--- src/rtl/core/ufl_pkg.sv ---
// ----------------------------------------------------------------------------
// ufl_pkg
// Shared constants and types for the user id free list allocator.
// ----------------------------------------------------------------------------
package ufl_pkg;

   localparam int MAX_IDS = 64;
   localparam int DEPTH   = MAX_IDS + 1;
   localparam int ID_W    = $clog2(DEPTH);

   typedef enum logic {
      CMD_ATTACH = 1'b0,
      CMD_DETACH = 1'b1
   } cmd_type;

   typedef enum logic [1:0] {
      ST_OK      = 2'd0,
      ST_REFUSED = 2'd1,
      ST_BUSY    = 2'd2,
      ST_IGNORED = 2'd3
   } status_type;

   // one word of the link store: allocated flag plus next free id
   typedef struct packed {
      logic            alloc;
      logic [ID_W-1:0] link;
   } link_entry_type;

   typedef struct packed {
      logic            en;
      logic [ID_W-1:0] addr;
      link_entry_type  data;
   } link_wr_type;

endpackage

--- src/rtl/core/ufl_link_store.sv ---
// ----------------------------------------------------------------------------
// ufl_link_store
// Link and allocated-flag memory, one read and one write port, registered
// read data. Entries never written read back as their reset value.
// ----------------------------------------------------------------------------
module ufl_link_store
   import ufl_pkg::*;
(
   input  logic            clock,
   input  logic            reset,
   input  logic            rd_en,
   input  logic [ID_W-1:0] rd_addr,
   input  link_wr_type     wr,
   output link_entry_type  rd_entry
);

   link_entry_type  mem [DEPTH];
   link_entry_type  rd_data_ff;
   logic [ID_W-1:0] rd_addr_ff;
   logic [DEPTH-1:0] valid_ff;

   always_ff @(posedge clock) begin
      if (wr.en) begin
         mem[wr.addr] <= wr.data;
      end
      if (rd_en) begin
         rd_data_ff <= mem[rd_addr];
         rd_addr_ff <= rd_addr;
      end
   end

   always_ff @(posedge clock) begin
      if (reset) begin
         valid_ff <= '0;
      end else if (wr.en) begin
         valid_ff[wr.addr] <= 1'b1;
      end
   end

   // untouched entry: free, chained to the id below it
   always_comb begin
      if (valid_ff[rd_addr_ff]) begin
         rd_entry = rd_data_ff;
      end else begin
         rd_entry.alloc = 1'b0;
         rd_entry.link  = (rd_addr_ff == '0) ? '0 : rd_addr_ff - ID_W'(1);
      end
   end

endmodule

--- src/rtl/core/user_id_free_list_allocator.sv ---
// ----------------------------------------------------------------------------
// user_id_free_list_allocator
// Hands out user ids 1..MAX_IDS from a LIFO free list and takes them back.
// ----------------------------------------------------------------------------
// An item is taken when start is high and busy is low. An item first reads
// the link store at the free-list head (attach) or at the named id (detach);
// then busy is high while the entry is updated and written back together
// with the head and the user count. The result appears on the rsp_ ports,
// marked by rsp_valid, for exactly one cycle in the cycle after that; no new
// item is taken while busy is high. The receiver cannot stall; each item
// gives exactly one result. The service_running register must be written
// through csr_wr_en only while no item is in flight; the block itself does
// not enforce this. After reset the block takes items at once.
// ----------------------------------------------------------------------------
module user_id_free_list_allocator
   import ufl_pkg::*;
(
   input  logic            clock,
   input  logic            reset,
   input  logic            start,
   output logic            busy,
   input  logic            req_cmd,
   input  logic            req_has_callback,
   input  logic [ID_W-1:0] req_user_id,
   output logic            rsp_valid,
   output logic [1:0]      rsp_status,
   output logic [ID_W-1:0] rsp_granted_id,
   output logic            rsp_notify,
   output logic [ID_W-1:0] rsp_active_users,
   input  logic            csr_wr_en,
   input  logic            csr_wr_data
);

   typedef enum logic {
      S_IDLE,
      S_EXEC
   } state_type;

   state_type       state_ff, state_in;
   logic            cmd_ff, cb_ff, uid_ok_ff;
   logic [ID_W-1:0] uid_ff;
   logic [ID_W-1:0] head_ff, head_in;
   logic [ID_W-1:0] count_ff, count_in;
   logic            running_ff;
   logic            rsp_valid_ff;
   status_type      status_ff, status_in;
   logic [ID_W-1:0] granted_ff, granted_in;
   logic            notify_ff, notify_in;

   logic            accept;
   logic            uid_ok;
   logic [ID_W-1:0] rd_addr;
   link_entry_type  entry;
   link_wr_type     wr;

   assign busy   = (state_ff == S_EXEC);
   assign accept = start & ~busy;
   assign uid_ok = (req_user_id != '0) && (req_user_id <= ID_W'(MAX_IDS));
   assign rd_addr = (req_cmd == CMD_DETACH) ? (uid_ok ? req_user_id : '0) : head_ff;

   ufl_link_store u_store (
      .clock    (clock),
      .reset    (reset),
      .rd_en    (accept),
      .rd_addr  (rd_addr),
      .wr       (wr),
      .rd_entry (entry)
   );

   always_comb begin
      state_in   = state_ff;
      head_in    = head_ff;
      count_in   = count_ff;
      status_in  = ST_OK;
      granted_in = '0;
      notify_in  = 1'b0;
      wr.en      = 1'b0;
      wr.addr    = head_ff;
      wr.data    = '{alloc: 1'b1, link: '0};
      unique case (state_ff)
         S_IDLE: begin
            if (accept) begin
               state_in = S_EXEC;
            end
         end
         S_EXEC: begin
            state_in = S_IDLE;
            if (cmd_ff == CMD_ATTACH) begin
               if (!running_ff && !cb_ff) begin
                  status_in = ST_REFUSED;
               end else if (head_ff == '0) begin
                  status_in = ST_BUSY;
               end else begin
                  // pop the head
                  wr.en      = 1'b1;
                  head_in    = entry.link;
                  granted_in = head_ff;
                  notify_in  = cb_ff & running_ff;
                  if (count_ff != ID_W'(MAX_IDS)) begin
                     count_in = count_ff + ID_W'(1);
                  end
               end
            end else begin
               if (!uid_ok_ff || !entry.alloc) begin
                  status_in = ST_IGNORED;
               end else begin
                  // push the released id onto the head
                  wr.en   = 1'b1;
                  wr.addr = uid_ff;
                  wr.data = '{alloc: 1'b0, link: head_ff};
                  head_in = uid_ff;
                  if (count_ff != '0) begin
                     count_in = count_ff - ID_W'(1);
                  end
               end
            end
         end
         default: state_in = S_IDLE;
      endcase
   end

   always_ff @(posedge clock) begin
      if (reset) begin
         state_ff     <= S_IDLE;
         head_ff      <= ID_W'(MAX_IDS);
         count_ff     <= '0;
         running_ff   <= 1'b0;
         rsp_valid_ff <= 1'b0;
         status_ff    <= ST_OK;
         granted_ff   <= '0;
         notify_ff    <= 1'b0;
      end else begin
         state_ff     <= state_in;
         head_ff      <= head_in;
         count_ff     <= count_in;
         rsp_valid_ff <= busy;
         if (busy) begin
            status_ff  <= status_in;
            granted_ff <= granted_in;
            notify_ff  <= notify_in;
         end
         if (csr_wr_en) begin
            running_ff <= csr_wr_data;
         end
      end
   end

   always_ff @(posedge clock) begin
      if (accept) begin
         cmd_ff    <= req_cmd;
         cb_ff     <= req_has_callback;
         uid_ff    <= req_user_id;
         uid_ok_ff <= uid_ok;
      end
   end

   assign rsp_valid        = rsp_valid_ff;
   assign rsp_status       = status_ff;
   assign rsp_granted_id   = granted_ff;
   assign rsp_notify       = notify_ff;
   assign rsp_active_users = count_ff;

endmodule
--- config.mk ---
export PLATFORM = sky130hd
export DESIGN_NAME = user_id_free_list_allocator
export DESIGN_NICKNAME = d
export VERILOG_FILES = /design/src/rtl/core/ufl_pkg.sv /design/src/rtl/core/ufl_link_store.sv /design/src/rtl/core/user_id_free_list_allocator.sv
export SDC_FILE = /design/constraint.sdc
export NUM_CORES = 1
export LEC_CHECK = 0
export BUFFER_PORTS_ARGS = -buffer_cell sky130_fd_sc_hd__clkbuf_2
export CORE_UTILIZATION = 35
export CTS_BUF_LIST = sky130_fd_sc_hd__clkbuf_4 sky130_fd_sc_hd__clkbuf_8
export CTS_CLUSTER_DIAMETER = 200
export DETAILED_ROUTE_END_ITERATION = 8
export GPL_ROUTABILITY_DRIVEN = 0
export GPL_TIMING_DRIVEN = 0
export PLACE_DENSITY = 0.6
export SLEW_MARGIN = 20
export SYNTH_ARGS = -nofsm -noshare
export SYNTH_HDL_FRONTEND = slang
export SYNTH_SLANG_ARGS = --single-unit
export TNS_END_PERCENT = 5
--- constraint.sdc ---
create_clock -name clock -period 5.6 [get_ports clock]
set_clock_uncertainty 0.2 [all_clocks]
set_input_delay 0.56 -clock clock [delete_from_list [all_inputs] [get_ports clock]]
set_output_delay 0.56 -clock clock [all_outputs]
set_load 0.005 [all_outputs]
==> out/metrics.yaml <==
status:
  outcome: "complete, no violations"
clocking:
  cts_tree: "built"
  cts_buffers: 102
  clockBufferDepth: 3
  htree_levels: 3
  clock_sinks: 637
  path_clk_slew_ps: 60
  cts_resized: 0
  clk_latency_ps: 730
  cts-root-buf: "clkbuf_8"
sta:
  fmax_mhz: 180
  period_share: 0.991
  rsz0062_at_grt: "no"
  period_needed_ps: 5550
  timing.hold.ws_ps: 145
  tightest_slew_ps: 1100
  final-setup-viol-count: 0
  hold_violations: 0
  max-slew-margin-rel: 0.258
  slew_violations: 0
drt:
  num_vias: 18913
  drc: 0
  drt-initial-drc-count: 2053
  wire_per_inst_um: 23.6
  drtAntennaViolNets: 0
  dr.pass1.iters: 7
  wirelength_um: 79700
  vias_per_cell: 5.60
die:
  dieArea_um2: 77800
  core_area_um2: 75900
  die_w_um: 279
  die_y_um: 279
  fp-row-count: 101
  start_util: 0.354
  pin_count: 33
placed_design:
  dp_hpwl_um: 54900
  portBuffers: 31
  place_area_um2: 28700
synth:
  ys.flop_type: "edfxtp_1"
  synth_top_area_frac: 0.609
  yosys_warnings: 0
  syn_area_um2: 26900
  netlist_instances: 2102
  synth_nets: 2123
  syn_area_per_cell_um2: 12.8
  synth_common_cells: "545 x edfxtp_1, 425 x nand2_1, 133 x clkbuf_1"
  synth_xor_area_frac: 0.00228
  synth-adder-area-share: 0.00354
  synth_top_family_by_area: "simple AND/OR/NAND/NOR gates"
  synth_edf_count: 545
  yosys_register_bits: 637
  synth_top_cell_by_area: "edfxtp_1"
  ys_types: 80
  synthTopCellsByArea: "edfxtp_1 61%, dfxtp_1 6.9%, nand2_1 5.9%"
  ys_seq_area_frac: 0.678
  synth-simple-area-share: 0.136
  synthMuxAreaShare: 0.0212
  synth_most_common_cell: "edfxtp_1"
  synth_compound_area_frac: 0.129
  synthArstFlopShare: 0
global_route:
  track_usage: 0.203
  grt_pass1_wl_um: 117000
  grt_pass1_vias: 18478
  grt_max_degree: 57
  antenna_found_initial: 1
  gr-total-overflow: 0
power_and_ir_drop:
  powerDensity_nw_per_um2: 310
  p_leak_uw: 0.0109
  total_power_uw: 9550
  ir_drop_mv: 0.157
worst_setup_path:
  timing.critical_path.cells: "dlygate4sd3_1, clkbuf_2, clkbuf_1, nand2b_1, and2_1, clkbuf_1, clkinv_1, clkbuf_1, clkbuf_1, nand2_1, and3_1, a311oi_1, o311ai_0, a41oi_1"
  crit_family: "buffers and inverters"
  cp_common_cell: "clkbuf_1"
  end_kind: "register"
  crit_path_top_delay_cell: "o311ai_0"
  required_ps: 5770
  crit_fanout: 10
  cp.arrival_ps: 5720
  critical-path-max-stage-delay_ps: 920
  startpoint_type: "primary input"
  cp_num_buf_inv: 7
  crit_type: "in -> reg"
flow_run:
  cap_viol_max_count: 0
finish:
  drive_gt1_frac: 0.125
  design_area_um2: 30800
  fillCellCount: 7074
  syn2layout_area_growth_pct: 14.8
  fin_util: 0.406
  final_nets: 2285
worst_hold_path:
  hold_path.class: "in -> reg"
## placed cells by master, fill, tap and decap left out, types with 6 or more instances in the layout
cell / instances
edfxtp_1: 545
nand2_1: 425
clkbuf_1: 133
a311oi_1: 109
and3_1: 108
clkbuf_8: 105
nor2_1: 101
dfxtp_1: 92
a211oi_1: 88
nand3_1: 78
o31ai_1: 53
clkbuf_4: 33
clkbuf_2: 32
clkinv_1: 27
o21bai_1: 25
inv_1: 20
nand2b_1: 20
nor3_1: 19
a311o_1: 18
a21oi_1: 17
o21ai_0: 14
clkinv_2: 14
buf_1: 12
buf_2: 12
o31ai_2: 12
nor2b_1: 11
dlygate4sd3_1: 11
mux2i_1: 10
buf_16: 10
buf_6: 9
mux4_2: 9
or3_1: 9
a41oi_1: 9
a31oi_1: 9
o2111a_1: 8
o311ai_0: 8
mux2_2: 7
mux2i_4: 6
o41ai_1: 6
ha_1: 6
## report_power, final
part / switching [uW] / internal (uW) / total [uW]
sequential: 20.7 / 5100 / 5120
combinational: 363 / 133 / 496
clock: 1870 / 2060 / 3930
## worst paths after layout
check | endpoint | start | slack (ps) | cells after the start
max | u_store.rd_data_ff[5] | req_cmd | 50 | 14
min reg2reg | u_store.valid_ff[48] | u_store.valid_ff[48] | 250 | 2
max reg2reg | u_store.rd_data_ff[5] | head_ff[1] | 630 | 11
min | cb_ff | start | 150 | 2
## cells by family (layout without fill, tap and decap cells)
| family | Yosys count | count (layout) |
|---|---|---|
| muxes | 36 | 36 |
| and+or+nand+nor | 808 | 808 |
| other | 0 | 1 |
| xor gates and xnor gates | 7 | 7 |
| adders and majority gates | 7 | 7 |
| buffers and inverters | 192 | 435 |
| DFF | 637 | 637 |
| AOI/OAI and AO/OA | 415 | 415 |
## registers in the layout, summed over array words and instances (netlist names)
name and flops:
uid_ff 7, head_ff 7, u_store.mem 520, cb_ff 1, rsp_status 2, running_ff 1
u_store.rd_addr_ff 7, u_store.valid_ff 65, u_store.rd_data_ff 8, uid_ok_ff 1, rsp_notify 1, rsp_valid 1
rsp_granted_id 7, cmd_ff 1, busy 1, rsp_active_users 7
## per-stage QoR
| step | cells | setup TNS [ps] | worst slack [ps] |
|---|---|---|---|
| after floorplan | 2102 | 0 | 789 |
| after global placement | 3163 | -1060010 | -3530 |
| after detailed placement | 3177 | -61.5 | -55.6 |
| after CTS | 3373 | 0 | 154 |
| after global routing | 3376 | 0 | 89.1 |
| final | 3376 | 0 | 49.1 |
## per-layer routing
layer  up-vias  share of wire  wire (um)  track usage
met5         -              0          0            0
met4         0          0.038       3030       0.0789
met3       196          0.080       6360       0.0382
met2       882           0.47      37300        0.329
met1      9438           0.41      33000        0.268
li1       8397              -          -            -
## layout make-up
cell class	instances	area, um2	area share
Clock inverter	47	290	0.00942
Timing Repair Buffer	58	636	0.0206
Multi-Input combinational cell	1273	7880	0.256
Clock buffer	138	1690	0.0549
Sequential cell	637	18200	0.591
Inverter	23	88.8	0.00288
Tap cell	1030	1290	0.0418
Buffer	169	738	0.0240
Antenna cell	1	2.50	0.0000812
## worst register-to-register path, cell delays in order (launching register included)
cell and delay, ps:
dfxtp_1 360, nand2b_1 550, and2_1 370, clkbuf_1 230, clkinv_1 180, clkbuf_1 570, clkbuf_1 520, nand2_1 110
a311oi_1 480, a311o_1 270, o311ai_0 380, a41oi_1 520
## what timing repair did
item	in CTS	in global routing
buffers inserted	0	2
setup endpoints to repair	0	1
endpoints found under the hold margin	11	0
hold buffers	11	0
No activity file was read; power rests on OpenSTA's default activity.
